[src/rtl/core/ascii_decimal_line_parser_defines.svh]
// Assertion macros shared by the line parser RTL.
// Every macro samples on the rising edge of clock and is disabled while reset is high.
`ifndef ASCII_DECIMAL_LINE_PARSER_DEFINES_SVH
`define ASCII_DECIMAL_LINE_PARSER_DEFINES_SVH

// The condition must hold at every clock edge outside reset.
`define ADLP_ASSERT_ALWAYS(label, cond) \
   label: assert property (@(posedge clock) disable iff (reset) (cond)) \
      else $error("adlp: invariant violated");

// When the antecedent holds, the consequent must hold in the same cycle.
`define ADLP_ASSERT_SAME(label, ante, cons) \
   label: assert property (@(posedge clock) disable iff (reset) (ante) |-> (cons)) \
      else $error("adlp: same-cycle implication violated");

// When the antecedent holds, the consequent must hold in the cycle after.
`define ADLP_ASSERT_NEXT(label, ante, cons) \
   label: assert property (@(posedge clock) disable iff (reset) (ante) |=> (cons)) \
      else $error("adlp: next-cycle implication violated");

`endif

[src/rtl/core/adlp_pkg.sv]
package adlp_pkg;

   // Byte codes the parser recognizes.
   localparam logic [7:0] ByteTab     = 8'd9;
   localparam logic [7:0] ByteNewline = 8'd10;
   localparam logic [7:0] ByteCr      = 8'd13;
   localparam logic [7:0] ByteSpace   = 8'd32;
   localparam logic [7:0] BytePlus    = 8'd43;
   localparam logic [7:0] ByteMinus   = 8'd45;
   localparam logic [7:0] ByteDigit0  = 8'd48;
   localparam logic [7:0] ByteDigit9  = 8'd57;

   // Saturation limits of the magnitude for each sign.
   localparam logic [31:0] PosLimit = 32'h7FFF_FFFF;
   localparam logic [31:0] NegLimit = 32'h8000_0000;

   // Parse phase within one line.
   typedef enum logic [3:0] {
      PhaseSkip   = 4'b0001,
      PhaseSign   = 4'b0010,
      PhaseDigits = 4'b0100,
      PhaseStop   = 4'b1000
   } phase_type;

   typedef struct packed {
      logic [7:0] rx_byte;
   } req_payload_type;

   typedef struct packed {
      logic signed [31:0] position;
      logic               number_found;
   } rsp_payload_type;

endpackage

[src/rtl/core/adlp_stream_if.sv]
// Valid/ready channel carrying one payload per beat.
interface adlp_stream_if #(
   parameter type payload_type = logic
) ();
   logic        valid;
   logic        ready;
   payload_type payload;

   modport source (output valid, output payload, input ready);
   modport sink (input valid, input payload, output ready);
endinterface

[src/rtl/core/adlp_parse_core.sv]
`include "ascii_decimal_line_parser_defines.svh"

module adlp_parse_core #(
   parameter int LINE_BYTES = 100
) (
   input  logic                     clock,
   input  logic                     reset,
   input  logic                     step_en,
   input  logic [7:0]               rx_byte,
   output adlp_pkg::rsp_payload_type line_result
);
   import adlp_pkg::*;

   localparam int CountWidth = $clog2(LINE_BYTES);

   logic [31:0]           held_ff, held_in;
   logic [CountWidth-1:0] count_ff, count_in;
   phase_type             phase_ff, phase_in;
   logic                  neg_ff, neg_in;
   logic [31:0]           acc_ff, acc_in;
   logic                  sat_ff, sat_in;
   logic                  seen_ff, seen_in;

   logic                  is_digit;
   logic                  is_blank;
   logic                  take;
   logic [CountWidth:0]   count_inc;
   logic [35:0]           acc_wide;
   logic [35:0]           prod;
   logic [35:0]           limit;
   logic [31:0]           line_value;

   // Byte classes.
   assign is_digit = rx_byte inside {[ByteDigit0:ByteDigit9]};
   assign is_blank = rx_byte inside {ByteSpace, [ByteTab:ByteCr]};

   // Accumulator times ten plus the new digit, compared with the limit for the sign.
   assign acc_wide = {4'd0, acc_ff};
   assign prod     = (acc_wide << 3) + (acc_wide << 1) + {32'd0, rx_byte[3:0]};
   assign limit    = {4'd0, (neg_ff ? NegLimit : PosLimit)};

   assign count_inc  = {1'b0, count_ff} + {{CountWidth{1'b0}}, 1'b1};
   assign line_value = neg_ff ? (32'd0 - acc_ff) : acc_ff;

   // The result a newline in this cycle produces.
   assign line_result.number_found = seen_ff;
   assign line_result.position     = seen_ff ? line_value : held_ff;

   // Next-state logic for one byte.
   always_comb begin
      held_in  = held_ff;
      count_in = count_ff;
      phase_in = phase_ff;
      neg_in   = neg_ff;
      acc_in   = acc_ff;
      sat_in   = sat_ff;
      seen_in  = seen_ff;
      take     = 1'b0;

      case (phase_ff)
         PhaseSkip: begin
            if (!is_blank) begin
               if (rx_byte == BytePlus || rx_byte == ByteMinus) begin
                  neg_in   = (rx_byte == ByteMinus);
                  phase_in = PhaseSign;
               end else if (is_digit) begin
                  take = 1'b1;
               end else begin
                  phase_in = PhaseStop;
               end
            end
         end
         PhaseSign, PhaseDigits: begin
            if (is_digit) begin
               take = 1'b1;
            end else begin
               phase_in = PhaseStop;
            end
         end
         PhaseStop: begin
            phase_in = PhaseStop;
         end
         default: begin
            phase_in = PhaseStop;
         end
      endcase

      // Fold in a digit; once saturated, the magnitude stays at the limit.
      if (take) begin
         seen_in  = 1'b1;
         phase_in = PhaseDigits;
         if (!sat_ff) begin
            if (prod >= limit) begin
               acc_in = limit[31:0];
               sat_in = 1'b1;
            end else begin
               acc_in = prod[31:0];
            end
         end
      end

      // A newline closes the line; a full buffer restarts it from empty.
      if (rx_byte == ByteNewline || count_inc == (CountWidth + 1)'(LINE_BYTES)) begin
         if (rx_byte == ByteNewline) begin
            held_in = line_result.position;
         end
         count_in = '0;
         phase_in = PhaseSkip;
         neg_in   = 1'b0;
         acc_in   = '0;
         sat_in   = 1'b0;
         seen_in  = 1'b0;
      end else begin
         count_in = count_inc[CountWidth-1:0];
      end
   end

   // Line state advances once per byte taken from the input stage.
   always_ff @(posedge clock) begin
      if (reset) begin
         held_ff  <= '0;
         count_ff <= '0;
         phase_ff <= PhaseSkip;
         neg_ff   <= 1'b0;
         acc_ff   <= '0;
         sat_ff   <= 1'b0;
         seen_ff  <= 1'b0;
      end else if (step_en) begin
         held_ff  <= held_in;
         count_ff <= count_in;
         phase_ff <= phase_in;
         neg_ff   <= neg_in;
         acc_ff   <= acc_in;
         sat_ff   <= sat_in;
         seen_ff  <= seen_in;
      end
   end

   // The magnitude never exceeds the negative limit.
   `ADLP_ASSERT_ALWAYS(a_acc_bounded, acc_ff <= NegLimit)
   // A saturated magnitude sits exactly on the limit for its sign.
   `ADLP_ASSERT_SAME(a_sat_at_limit, sat_ff, acc_ff == (neg_ff ? NegLimit : PosLimit))
   // Digits seen means the phase has moved to taking digits or stopped.
   `ADLP_ASSERT_SAME(a_seen_phase, seen_ff, phase_ff == PhaseDigits || phase_ff == PhaseStop)

endmodule

[src/rtl/core/ascii_decimal_line_parser.sv]
// ASCII decimal line parser.
// The req_if channel takes one received byte per beat; the rsp_if channel gives one
// beat per newline byte with the held position and a flag that tells whether the
// line held digits. Each line is read as a signed decimal integer: leading blanks
// are skipped, one optional sign is taken, then digits up to the first other byte.
// Magnitudes beyond the 32-bit signed range saturate. A line of LINE_BYTES bytes
// without a newline restarts the parse from empty.
// Path: an accepted newline waits in the input register until the result register
// is free, then the parse logic loads its result into the result register, from
// which the receiver takes its beat.
// Throughput: one byte per cycle, set by the times-ten accumulator, unless stalled.
// A byte that produces no result never waits on the output side. When the
// receiver stalls with a result pending, the next newline waits in the input
// register and req_if.ready drops; other bytes keep flowing.
// Reset (synchronous, active high) clears the held position to zero, empties both
// registers and returns the parser to the start of a line.
`include "ascii_decimal_line_parser_defines.svh"

module ascii_decimal_line_parser #(
   parameter int LINE_BYTES = 100
) (
   input  logic          clock,
   input  logic          reset,
   adlp_stream_if.sink   req_if,
   adlp_stream_if.source rsp_if
);
   import adlp_pkg::*;

   logic            in_valid_ff, in_valid_in;
   logic [7:0]      in_byte_ff, in_byte_in;
   logic            rsp_valid_ff, rsp_valid_in;
   rsp_payload_type rsp_payload_ff, rsp_payload_in;

   logic            in_newline;
   logic            out_free;
   logic            advance;
   logic            emit;
   rsp_payload_type line_result;

   // Handshake control between the input register and the result register.
   assign in_newline = (in_byte_ff == ByteNewline);
   assign out_free   = !rsp_valid_ff || rsp_if.ready;
   assign advance    = in_valid_ff && (!in_newline || out_free);
   assign emit       = advance && in_newline;

   assign req_if.ready   = !in_valid_ff || advance;
   assign rsp_if.valid   = rsp_valid_ff;
   assign rsp_if.payload = rsp_payload_ff;

   adlp_parse_core #(
      .LINE_BYTES (LINE_BYTES)
   ) u_parse_core (
      .clock       (clock),
      .reset       (reset),
      .step_en     (advance),
      .rx_byte     (in_byte_ff),
      .line_result (line_result)
   );

   // Next values of the input and result registers.
   always_comb begin
      in_valid_in    = in_valid_ff;
      in_byte_in     = in_byte_ff;
      rsp_valid_in   = rsp_valid_ff;
      rsp_payload_in = rsp_payload_ff;
      if (req_if.ready) begin
         in_valid_in = req_if.valid;
         in_byte_in  = req_if.payload.rx_byte;
      end
      if (emit) begin
         rsp_valid_in   = 1'b1;
         rsp_payload_in = line_result;
      end else if (rsp_if.ready) begin
         rsp_valid_in = 1'b0;
      end
   end

   // Control bits reset; payload registers do not.
   always_ff @(posedge clock) begin
      if (reset) begin
         in_valid_ff  <= 1'b0;
         rsp_valid_ff <= 1'b0;
      end else begin
         in_valid_ff  <= in_valid_in;
         rsp_valid_ff <= rsp_valid_in;
      end
   end

   always_ff @(posedge clock) begin
      in_byte_ff     <= in_byte_in;
      rsp_payload_ff <= rsp_payload_in;
   end

   // A newline that leaves the input register always lands in the result register.
   `ADLP_ASSERT_NEXT(a_emit_lands, emit, rsp_valid_ff)
   // Input backpressure only arises from a byte held in the input register.
   `ADLP_ASSERT_SAME(a_stall_cause, !req_if.ready, in_valid_ff && in_newline && !out_free)
   // A held byte that did not advance is still held in the next cycle.
   `ADLP_ASSERT_NEXT(a_hold_input, in_valid_ff && !advance, in_valid_ff && $stable(in_byte_ff))

endmodule

[src/flat_wrapper.sv]
// flat-port wrapper written by rule: the top's interface ports become plain ports
module ascii_decimal_line_parser_flat import adlp_pkg::*;
#(
   parameter int LINE_BYTES = 100
)
  (clock, reset, req_if_valid, req_if_payload, req_if_ready, rsp_if_valid, rsp_if_payload, rsp_if_ready);
  adlp_stream_if #(.payload_type(req_payload_type)) req_if_i ();
  adlp_stream_if #(.payload_type(rsp_payload_type)) rsp_if_i ();
  input  logic clock;
  input  logic reset;
  input wire logic [$bits(req_if_i.valid)-1:0] req_if_valid;
  input wire logic [$bits(req_if_i.payload)-1:0] req_if_payload;
  output wire logic [$bits(req_if_i.ready)-1:0] req_if_ready;
  output wire logic [$bits(rsp_if_i.valid)-1:0] rsp_if_valid;
  output wire logic [$bits(rsp_if_i.payload)-1:0] rsp_if_payload;
  input wire logic [$bits(rsp_if_i.ready)-1:0] rsp_if_ready;
  assign req_if_i.valid = req_if_valid;
  assign req_if_i.payload = req_if_payload;
  assign req_if_ready = req_if_i.ready;
  assign rsp_if_valid = rsp_if_i.valid;
  assign rsp_if_payload = rsp_if_i.payload;
  assign rsp_if_i.ready = rsp_if_ready;
  ascii_decimal_line_parser #(.LINE_BYTES(LINE_BYTES)) u_core (.clock(clock), .reset(reset), .req_if(req_if_i), .rsp_if(rsp_if_i));
endmodule
[config.mk]
export PLATFORM = sky130hd
export DESIGN_NAME = ascii_decimal_line_parser_flat
export DESIGN_NICKNAME = d
export VERILOG_FILES = /design/src/rtl/core/adlp_pkg.sv /design/src/rtl/core/adlp_stream_if.sv /design/src/rtl/core/adlp_parse_core.sv /design/src/rtl/core/ascii_decimal_line_parser.sv /design/src/flat_wrapper.sv
export VERILOG_INCLUDE_DIRS = /design/src /design/src/rtl/core
export SDC_FILE = /design/constraint.sdc
export NUM_CORES = 1
export LEC_CHECK = 0
export BUFFER_PORTS_ARGS = -buffer_cell sky130_fd_sc_hd__buf_2
export CAP_MARGIN = 15
export CORE_AREA = 5 5 127 129
export CTS_CLUSTER_DIAMETER = 50
export DETAILED_ROUTE_END_ITERATION = 8
export DIE_AREA = 0 0 132 134
export PLACE_DENSITY = 0.72
export SYNTH_ARGS = -nofsm -noshare
export SYNTH_HDL_FRONTEND = slang
export SYNTH_SLANG_ARGS = --single-unit
export TNS_END_PERCENT = 50
[constraint.sdc]
create_clock -name clock -period 6.7 [get_ports clock]
set_input_delay 1.34 -clock clock [delete_from_list [all_inputs] [get_ports clock]]
set_output_delay 1.34 -clock clock [all_outputs]
set_load 0.005 [all_outputs]
# After elaboration in Yosys (flattened, before gate mapping)
# Cells that the tools add are included.
[totals]
mem_bits_rw = 0
in_bits = 12
n_memories = 0
register_bits = 121
wordCells = 85
output_inout_bits = 35
latch_bits = 0
romBits = 0
[classes]
mul = 0
shift = 0
reduce_logical = 23
n_bitwise = 0
add_sub_neg = 4
magnitude_cmp = 5
n_mux = 30
n_eq_ne = 11
n_div = 0
[ops]
columns = ["op", "count"]
rows = [
  ["$mux W32", 7],
  ["$add A35 B33 Y36", 1],
  ["$add A36 B4 Y36", 1],
  ["$ge A36 B32 Y1", 1],
  ["$sub A1 B32 Y32 const A", 1],
  ["$eq A8 B6 Y1 const B", 3],
  ["$mux W4", 5],
  ["$mux W1", 15],
  ["$reduce_bool A2 Y1", 5],
  ["$add A7 B1 Y8 const B", 1],
  ["$eq A8 B4 Y1 const B", 1],
  ["$eq A8 B7 Y1 const B", 1],
  ["$ge A8 B4 Y1 const B", 1],
  ["$ge A8 B6 Y1 const B", 1],
  ["$le A8 B4 Y1 const B", 1],
  ["$le A8 B6 Y1 const B", 1],
  ["$pmux W4 S2", 1],
  ["$mux W7", 1],
  ["$reduce_and A3 Y1", 2],
  ["$logic_or A1 B1 Y1", 5],
  ["$eq A4 B1 Y1 const B", 1],
  ["$eq A4 B2 Y1 const B", 1],
  ["$eq A4 B3 Y1 const B", 1],
  ["$logic_and A1 B1 Y1", 4],
  ["7 further kinds", 11],
]

# Logic depth before layout (Yosys ltp)
# Gate-level depths: netlist of the first run.
[logic_depth]
word_depth = 8
mapped_depth = 22
depth_no_buf = 21

# By module
# Synthesis of the first run repeated with hierarchy kept, for this count alone.
[hier_totals]
cells_unflattened = 921
area_unflattened_um2 = 8235.4
[by_module_without_submodules]
columns = ["module", "area_per_inst_um2", "seq_area_each_um2", "cells_per_inst", "instances"]
rows = [
  ["adlp_parse_core", 6875.3, 1561.5, 867, 1],
  ["ascii_decimal_line_parser", 1360.1, 1271.2, 54, 1],
]

# Worst setup path before layout of the first run
# Ideal clock, no wire load.
[synth_timing]
path_type = "register to register"
from = "register u_core.u_parse_core.acc_ff[2]"
to = "register u_core.u_parse_core.acc_ff[11]"
arrival_ns = 4.952
period_less_slack_ns = 5.074
path_stages_with_launch = 22
required_time_ns = 6.578
n_path_buf = 1
setup_time_ns = 0.122
setup_slack_ns = 1.626
path_cell_list = "dfxtp_1 > fa_1 > fa_1 > a21o_1 > a221oi_2 > nor4_2 > o2111ai_2 > nand2_1 > a21o_1 > a21oi_1 > xnor2_1 > ha_1 > nand4_1 > nor3_1 > a221oi_1 > a21oi_1 > nor4b_1 > nand4b_1 > a211o_1 > o211a_1 > buf_6 > a221o_1"
[synth_between]
elab_chain_cells = 7
[synth_lines]
columns = ["item", "line_no", "text"]
rows = [
  ["start, declared", "adlp_parse_core.sv:20", "logic [31:0] acc_ff, acc_in;"],
  ["start signal, assigned", "adlp_parse_core.sv:133", "acc_ff <= acc_in;"],
  ["$add A35 B33 Y36 *", "adlp_parse_core.sv:39", "assign prod = (acc_wide << 3) + (acc_wide << 1) + {32'd0, rx_byte[3:0]};"],
  ["$add A36 B4 Y36 *", "adlp_parse_core.sv:39", ""],
  ["$ge A36 B32 Y1", "adlp_parse_core.sv:93", "if (prod >= limit) begin"],
  ["$mux W32 *", "adlp_parse_core.sv:93", ""],
  ["$mux W32 *", "adlp_parse_core.sv:92", "if (!sat_ff) begin"],
  ["$mux W32 *", "adlp_parse_core.sv:89", "if (take) begin"],
  ["$mux W32 *", "adlp_parse_core.sv:103", "if (rx_byte == ByteNewline || count_inc == (CountWidth + 1)'(LINE_BYTES)) begin"],
]
# Mark *: on every way between the ends. The rest lies on a longest branch, timed or not. The select of a mux whose other input is x is not followed.
# A chain may end at the register's enable or synchronous reset.

# Worst setup path after layout of the first run
[layout_timing]
from = "register u_core.u_parse_core.acc_ff[2]"
to = "register u_core.u_parse_core.acc_ff[22]"
# Same word-level chain as after synthesis.

==> metrics.md, run 1 <==
| Metric | Value |
|---|---|
| Yosys warning count | 0 |
| Setup tns final | 0 ps |
| Area of the multi-input gates | 4897 µm² |
| CTS tree | done |
| Synthesized flop and latch total | 121 |
| Starting Density | 53.27% |
| Crit path kind | flip-flop to flip-flop |
| Max VDD drop | 0.0001670 V |
| Most frequent cells in the layout | 129 x a21oi_1, 112 x nand2_1, 97 x ha_1 |
| Cell variety after synth | 62 |
| Starting DRT DRC Count | 477 |
| Wire per inst | 16.43 µm |
| FMAX | 166.6 MHz |
| Sequential Area | 2835 µm² |
| CTS H-tree lvls | 4 |
| I/O pin cnt | 47 |
| Top_reg_cell synth | dfxtp_1 |
| Worst-Margin Slew | 1099 ps |
| Detailed placement HPWL | 13,150 µm |
| Area of the core | 14,920 µm² |
| DRC errors left | 0 |
| Pre-antenna DRT Iters | 5 |
| Synth Cell Area | 7948 µm² |
| Status | complete, no violations |
| Routed via count | 6,680 |
| # Post-CTS Setup Buffers | 0 |
| Total GRT Usage | 20.91% |
| Leading cell type in the layout, fill and taps excluded | a21oi_1 |
| Final hold vios | 0 |
| Compound-gate portion of the synthesized area | 22.59% |
| Hold Buf Count CTS | 0 |
| Type of the worst min-delay path | flip-flop to flip-flop |
| Net Count, Synth | 1,001 |
| # resized after CTS | 0 |
| Largest family of logic cells by synthesized area | compound AO/OA/AOI/OAI gates |
| Final Setup Violations | 0 |
| Slew HR | 26.74% |
| Cells after Synth | 890 |
| Area grow syn2layout | 11.34% |
| Hold Startpoint | u_core.u_parse_core.held_ff[8]$_SDFFE_PP0P_ |
| Initial antenna violation count | 0 |
| Largest net degree at the start of global routing | 69 |
| CP startpoint kind | flip-flop |
| Worst path cell trace | fa_1 > ha_1 > a211oi_1 > o21bai_1 > o2111ai_1 > o21ai_1 > o21ai_0 > o21ai_0 > xnor2_1 > ha_1 > nand4_1 > nor3_1 > a221oi_1 > a21oi_1 > nor4b_1 > nand4b_1 > a211o_1 > o211a_1 > a221o_1 |
| Period Utilization, post-route | 89.61% |
| Filler cells | 1,274 |
| Max-cap violations | 0 |
| Mean area per synthesized cell | 8.930 µm² |
| Clock root cell | clkbuf_16 |
| Mux cell area share after synthesis | 0.4093% |
| ANT nets after route | 0 |
| Remaining global-route overflow | 0 |
| Die ar. | 17,690 µm² |
| Crit path time final | 6004 ps |
| Layout cell share with drive strength beyond 1 | 10.29% |
| First-pass GRT wire length | 30,540 µm |
| Seq/Total Area, Yosys | 35.64% |
| Placed Cells | 1,088 |
| Die Span Y | 134 µm |
| Post-route cell area | 8848 µm² |
| Hold Path End | u_core.u_parse_core.held_ff[8]$_SDFFE_PP0P_ |
| CP arrival | 6300 ps |
| Crit. End Element | flip-flop |
| Fraction of registers with async set/reset | 0% |
| LEAKAGE | 0.003840 µW |
| Post-Synth Simple-Gate Area | 16.09% |
| Worst flop-to-flop path endpoint | u_core.u_parse_core.acc_ff[22]$_SDFFE_PP0P_ |
| XOR/XNOR Fraction of Synth Area | 6.612% |
| CTS Buf Count | 17 |
| Worst Reg-to-Reg Cells | 19 |
| Final non-filler cell total | 1,121 |
| Layout Skew | 7.244 ps |
| Via density | 5.959 |
| Worst Path Required | 7000 ps |
| Worst r2r src | u_core.u_parse_core.acc_ff[2]$_SDFFE_PP0P_ |
| Pwr Density | 199.9 nW/µm² |
| Final Max Slew Viols | 0 |
| Max Buffers Root-to-Sink | 2 |
| Sink Count | 121 |
| Clock transition at path regs | 50 ps |
| GP Congestion | 0.8768 |
| Slowest CP cell | o211a_1 |
| Worst R2R Setup Slack | 700 ps |
| Max stage delay on crit path | 640 ps |
| Crit path max fanout | 31 |
| Post-synth EDFFs | 41 |
| Clk_lat worst skew | 420 ps |
| Nets@finish | 1,031 |
| Port bufs | 46 |
| Worst Hold Path Cells | 2 |
| Antenna Cells | 0 |
| RSZ-0062 raised after global routing | false |
| Placed inst area | 8280 µm² |
| Post-synthesis adder-cell area fraction | 15.77% |
| Num rows | 45 |
| Vias in the first global route | 6,131 |
| Routed Wire Length | 18,420 µm |
| Die width | 132 µm |
==> Yosys cell counts (3+ instances only) <==
library cell	n	share of area, %
o2111ai_1	3	0.33
xnor2_1	21	2.3
o21bai_1	4	0.38
and3_1	9	0.71
o21ai_0	44	2.8
edfxtp_1	41	15
a21o_1	12	1.1
dfxtp_1	80	20
a211oi_1	5	0.47
or4b_2	3	0.38
nand4_1	16	1.3
o31ai_1	12	1.1
or4_1	4	0.38
clkbuf_1	33	1.6
nand2_1	112	5.3
a21oi_1	130	8.2
nor2b_1	5	0.39
nand2b_1	9	0.71
o21a_1	5	0.47
nor4_1	6	0.47
nor2_1	61	2.9
o211ai_1	5	0.47
or3_1	8	0.63
o21ai_1	4	0.25
nand3_1	19	1.2
o41ai_1	6	0.66
buf_6	3	0.43
inv_1	13	0.61
nor3_1	8	0.50
xor2_1	39	4.3
ha_1	97	15
a221o_1	32	4.0
buf_2	3	0.19
==> worst max-delay path, delay by kind of cell, from the launching register on <==
kind / cells / cell delay [ps]
flip-flops: 1 / 490
adder cells (fa/ha/maj): 3 / 1130
AND/OR/NAND/NOR: 4 / 580
AO/OA/AOI/OAI: 11 / 3450
XOR/XNOR: 1 / 220
==> per-layer routing <==
| layer | track usage, % | wire length [µm] | up-vias |
|---|---|---|---|
| li1 | - | - | 3403 |
| met2 | 32.20 | 8141 | 166 |
| met1 | 30.43 | 9144 | 3100 |
| met4 | 5.143 | 149 | 0 |
| met3 | 3.901 | 984 | 11 |
| met5 | 0 | 0 | - |
==> state kept, by name, indices dropped and copies added (netlist names) <==
register	count
u_core.u_parse_core.acc_ff	32
u_core.u_parse_core.phase_ff	4
u_core.in_byte_ff	8
u_core.u_parse_core.held_ff	32
u_core.rsp_if.payload	33
u_core.u_parse_core.seen_ff	1
u_core.in_valid_ff	1
u_core.rsp_if.valid	1
u_core.u_parse_core.count_ff	7
u_core.u_parse_core.sat_ff	1
u_core.u_parse_core.neg_ff	1
==> cells by family (layout without fill, tap and decap cells) <==
group           after synthesis  in the layout
flops                       121            121
mux                           3              3
xor+xnor                     60             60
compound gates              281            281
buf+inv                      54             97
simple gates                272            272
fa+ha+maj                    99             99
==> report_power, final <==
group          total (µW)  switching (µW)  leakage [µW]  internal, µW
combinational         126            77.1       0.00261          49.3
sequential            794            32.0      0.000973           762
clock                 848             332      0.000261           516
total                1770             441       0.00384          1330
==> cell type report <==
cell class | count | area share [%]
tap | 188 | 2.658
timing repair buffer | 51 | 3.167
multi-input combinational | 715 | 55.35
clock inverter | 12 | 1.145
clock buffer | 20 | 5.048
inverter | 14 | 0.5939
sequential | 121 | 32.04
==> how the worst max path moves through the flow <==
stage,start,slack (ps),endpoint,depth (start not counted)
6_report,u_core.u_parse_core.acc_ff[2]$_SDFFE_PP0P_,700,u_core.u_parse_core.acc_ff[22]$_SDFFE_PP0P_,19
5_1_grt,u_core.u_parse_core.acc_ff[2]$_SDFFE_PP0P_,170,u_core.u_parse_core.acc_ff[15]$_SDFFE_PP0P_,19
4_1_cts,u_core.u_parse_core.acc_ff[2]$_SDFFE_PP0P_,730,u_core.u_parse_core.acc_ff[12]$_SDFFE_PP0P_,19
3_5_place_dp,u_core.u_parse_core.acc_ff[2]$_SDFFE_PP0P_,760,u_core.u_parse_core.acc_ff[15]$_SDFFE_PP0P_,19
3_3_place_gp,u_core.u_parse_core.acc_ff[2]$_SDFFE_PP0P_,820,u_core.u_parse_core.acc_ff[1]$_SDFFE_PP0P_,19
2_1_floorplan,u_core.u_parse_core.acc_ff[2]$_SDFFE_PP0P_,1630,u_core.u_parse_core.acc_ff[11]$_SDFFE_PP0P_,21
==> through the flow <==
| step | total power [µW] | hold slack (ps) | utilization, % | worst slack (ps) |
|---|---|---|---|---|
| 5_1_grt | 1831 | 470.6 | 59.30 | 167.9 |
| 6_report | 1769 | 451.8 | 59.30 | 696.4 |
| 4_1_cts | 1776 | 453.8 | 59.17 | 731.7 |
| 3_5_place_dp | 935.5 | 446.5 | 55.50 | 764.6 |
| 2_1_floorplan | 892.1 | 433.8 | - | 1626 |
| 3_3_place_gp | 930.0 | 441.0 | 55.50 | 820.0 |
No activity file was read; power rests on OpenSTA's default activity.
==> inputs of run 2 (changes only) <==
- CORE_AREA: 5 5 127 129 -> 5 5 139 141
- DIE_AREA: 0 0 132 134 -> 0 0 144 146
- PLACE_DENSITY: 0.72 -> not set
==> run 2 against run 1 <==
Effect of this change:
- clock skew grew 4.3 ps
- wire length rose by 3.5%
- sequential power is essentially flat
- largest power group unchanged
- design area increased by 1.6%
- critical path depth is the same
- sequential share of layout area decreased by 0.50 points
- non-clock buffer count rose by 1
- global-route usage fell by 2.3 points
==> metrics.md, run 2 (same netlist as run 1, synthesis figures left out) <==
| Metric | Value |
|---|---|
| Status | complete, no violations (unchanged) |
| Initial antenna violation count | 0 (unchanged) |
| Type of the worst min-delay path | flip-flop to flip-flop (unchanged) |
| Filler cells | 1,667 (was 1,274) |
| Placed inst area | 8347 µm² (was 8280 µm²) |
| Clock root cell | clkbuf_16 (unchanged) |
| I/O pin cnt | 47 (unchanged) |
| CTS H-tree lvls | 4 (unchanged) |
| Hold Buf Count CTS | 0 (unchanged) |
| Worst Reg-to-Reg Cells | 19 (unchanged) |
| Remaining global-route overflow | 0 (unchanged) |
| CTS tree | done (unchanged) |
| Worst flop-to-flop path endpoint | u_core.u_parse_core.acc_ff[2]$_SDFFE_PP0P_ (was u_core.u_parse_core.acc_ff[22]$_SDFFE_PP0P_) |
| Antenna Cells | 0 (unchanged) |
| Pwr Density | 212.4 nW/µm² (was 199.9 nW/µm²) |
| Via density | 5.719 (was 5.959) |
| # resized after CTS | 0 (unchanged) |
| Routed Wire Length | 19,070 µm (was 18,420 µm) |
| Most frequent cells in the layout | 129 x a21oi_1, 112 x nand2_1, 97 x ha_1 (unchanged) |
| Max VDD drop | 0.0001578 V (was 0.0001670 V) |
| Final Setup Violations | 0 (unchanged) |
| Die width | 144 µm (was 132 µm) |
| Area of the core | 17,840 µm² (was 14,920 µm²) |
| FMAX | 166.2 MHz (was 166.6 MHz) |
| Max-cap violations | 0 (unchanged) |
| Area grow syn2layout | 13.10% (was 11.34%) |
| Post-route cell area | 8989 µm² (was 8848 µm²) |
| ANT nets after route | 0 (unchanged) |
| Worst-Margin Slew | 1141 ps (was 1099 ps) |
| Hold Path End | u_core.u_parse_core.held_ff[14]$_SDFFE_PP0P_ (was u_core.u_parse_core.held_ff[8]$_SDFFE_PP0P_) |
| CP arrival | 6310 ps (was 6300 ps) |
| Starting DRT DRC Count | 420 (was 477) |
| CP startpoint kind | flip-flop (unchanged) |
| Max FFs per register | 33 (unchanged) |
| Num rows | 49 (was 45) |
| Crit path time final | 6018 ps (was 6004 ps) |
| Final hold vios | 0 (unchanged) |
| Hold Startpoint | u_core.u_parse_core.held_ff[14]$_SDFFE_PP0P_ (was u_core.u_parse_core.held_ff[8]$_SDFFE_PP0P_) |
| CP delay by family, top | compound AO/OA/AOI/OAI gates (unchanged) |
| First-pass GRT wire length | 31,820 µm (was 30,540 µm) |
| Pre-antenna DRT Iters | 5 (unchanged) |
| Buf/Inv on CP | 0 (unchanged) |
| Crit path max fanout | 31 (unchanged) |
| Clock transition at path regs | 50 ps (about the same) |
| Worst Hold Path Cells | 2 (unchanged) |
| Layout cell share with drive strength beyond 1 | 10.81% (was 10.29%) |
| Routed via count | 6,651 (was 6,680) |
| Leading cell type in the layout, fill and taps excluded | a21oi_1 (unchanged) |
| Largest net degree at the start of global routing | 69 (unchanged) |
| Max stage delay on crit path | 650 ps (was 640 ps) |
| RSZ-0062 raised after global routing | false (unchanged) |
| # Post-CTS Setup Buffers | 0 (unchanged) |
| Nets@finish | 1,032 (was 1,031) |
| DRC errors left | 0 (unchanged) |
| Total GRT Usage | 18.61% (was 20.91%) |
| Detailed placement HPWL | 13,990 µm (was 13,150 µm) |
| Slowest CP cell | o211a_1 (unchanged) |
| Layout Skew | 11.51 ps (was 7.244 ps) |
| Worst path cell trace | fa_1 > ha_1 > a211oi_1 > o21bai_1 > o2111ai_1 > o21ai_1 > o21ai_0 > o21ai_0 > xnor2_1 > ha_1 > nand4_1 > nor3_1 > a221oi_1 > a21oi_1 > nor4b_1 > nand4b_1 > a211o_1 > o211a_1 > a221o_1 (unchanged) |
| Period Utilization, post-route | 89.82% (was 89.61%) |
| GP Congestion | 0.8126 (was 0.8768) |
| Setup tns final | 0 ps (unchanged) |
| Worst r2r src | u_core.u_parse_core.acc_ff[2]$_SDFFE_PP0P_ (unchanged) |
| Worst R2R Setup Slack | 680 ps (was 700 ps) |
| Die Span Y | 146 µm (was 134 µm) |
| CTS Buf Count | 17 (unchanged) |
| Final Max Slew Viols | 0 (unchanged) |
| Vias in the first global route | 6,050 (was 6,131) |
| Crit. End Element | flip-flop (unchanged) |
| Clk_lat worst skew | 420 ps (about the same) |
| Worst Path Required | 6990 ps (was 7000 ps) |
| Port bufs | 46 (unchanged) |
| LEAKAGE | 0.003890 µW (was 0.003840 µW) |
| Max Buffers Root-to-Sink | 2 (unchanged) |
| Crit path kind | flip-flop to flip-flop (unchanged) |
| Sink Count | 121 (unchanged) |
| Slew HR | 23.95% (was 26.74%) |
| Starting Density | 44.55% (was 53.27%) |
| Die ar. | 21,020 µm² (was 17,690 µm²) |
| Wire per inst | 16.39 µm (was 16.43 µm) |
-- run 2: cell count changes in the layout (fill, tap and decap cells not counted) --
cell / change
inv_8: +1
clkbuf_1: -2
clkinv_4: -2
clkinvlp_4: -1
clkinv_1: -2
bufinv_16: +2
inv_6: +6
buf_12: -1
clkbuf_16: +1
buf_4: +2
clkinv_2: -3
-- run 2: final cells by class --
class / count / area (µm²) / share of cell area [%]
clock buffer: 19 / 464.2 / 5.164
inverter: 14 / 52.55 / 0.5846
tap: 229 / 286.5 / 3.188
sequential: 121 / 2835 / 31.54
multi-input combinational: 715 / 4897 / 54.48
clock inverter: 13 / 177.7 / 1.977
timing repair buffer: 52 / 275.3 / 3.062
-- run 2: how the worst max path moves through the flow --
stage	from	to	cells past startpoint
finish	u_core.u_parse_core.acc_ff[2]$_SDFFE_PP0P_	u_core.u_parse_core.acc_ff[2]$_SDFFE_PP0P_	19
global route	u_core.u_parse_core.acc_ff[2]$_SDFFE_PP0P_	u_core.u_parse_core.acc_ff[20]$_SDFFE_PP0P_	19
CTS	u_core.u_parse_core.acc_ff[2]$_SDFFE_PP0P_	u_core.u_parse_core.acc_ff[2]$_SDFFE_PP0P_	19
detailed placement	u_core.u_parse_core.acc_ff[2]$_SDFFE_PP0P_	u_core.u_parse_core.acc_ff[8]$_SDFFE_PP0P_	19
global placement	u_core.u_parse_core.acc_ff[2]$_SDFFE_PP0P_	u_core.u_parse_core.acc_ff[1]$_SDFFE_PP0P_	20
floorplan	u_core.u_parse_core.acc_ff[2]$_SDFFE_PP0P_	u_core.u_parse_core.acc_ff[11]$_SDFFE_PP0P_	21
-- run 2: power by group --
group	internal, µW	switching, µW
Clock	628	362
Sequential	762	32.2
Combinational	48.9	75.5
-- run 2: per-stage QoR --
stage,util [%],hold WS [ps],total power [µW],cells,worst slack (ps)
floorplan,-,433.8,892.1,890,1626
global route,50.38,470.8,1975,1163,111.9
global placement,46.78,441.8,932.5,1131,821.8
CTS,50.38,455.5,1924,1163,722.5
finish,50.38,451.3,1909,1163,682.2
detailed placement,46.78,447.5,934.5,1131,773.8
-- run 2: per-layer routing --
layer,track usage (%),share of wire (%)
met1,29.13,52
met2,26.02,42
met5,0,0
met4,5.367,1.3
met3,3.023,4.6
-- run 2: worst reg2reg max path, delay by kind of cell (launching register included) --
| kind | cells | cell delay, ps |
|---|---|---|
| AO/OA/AOI/OAI | 11 | 3400 |
| XOR/XNOR | 1 | 220 |
| flip-flops | 1 | 520 |
| AND/OR/NAND/NOR | 4 | 590 |
| adder cells (fa/ha/maj) | 3 | 1160 |
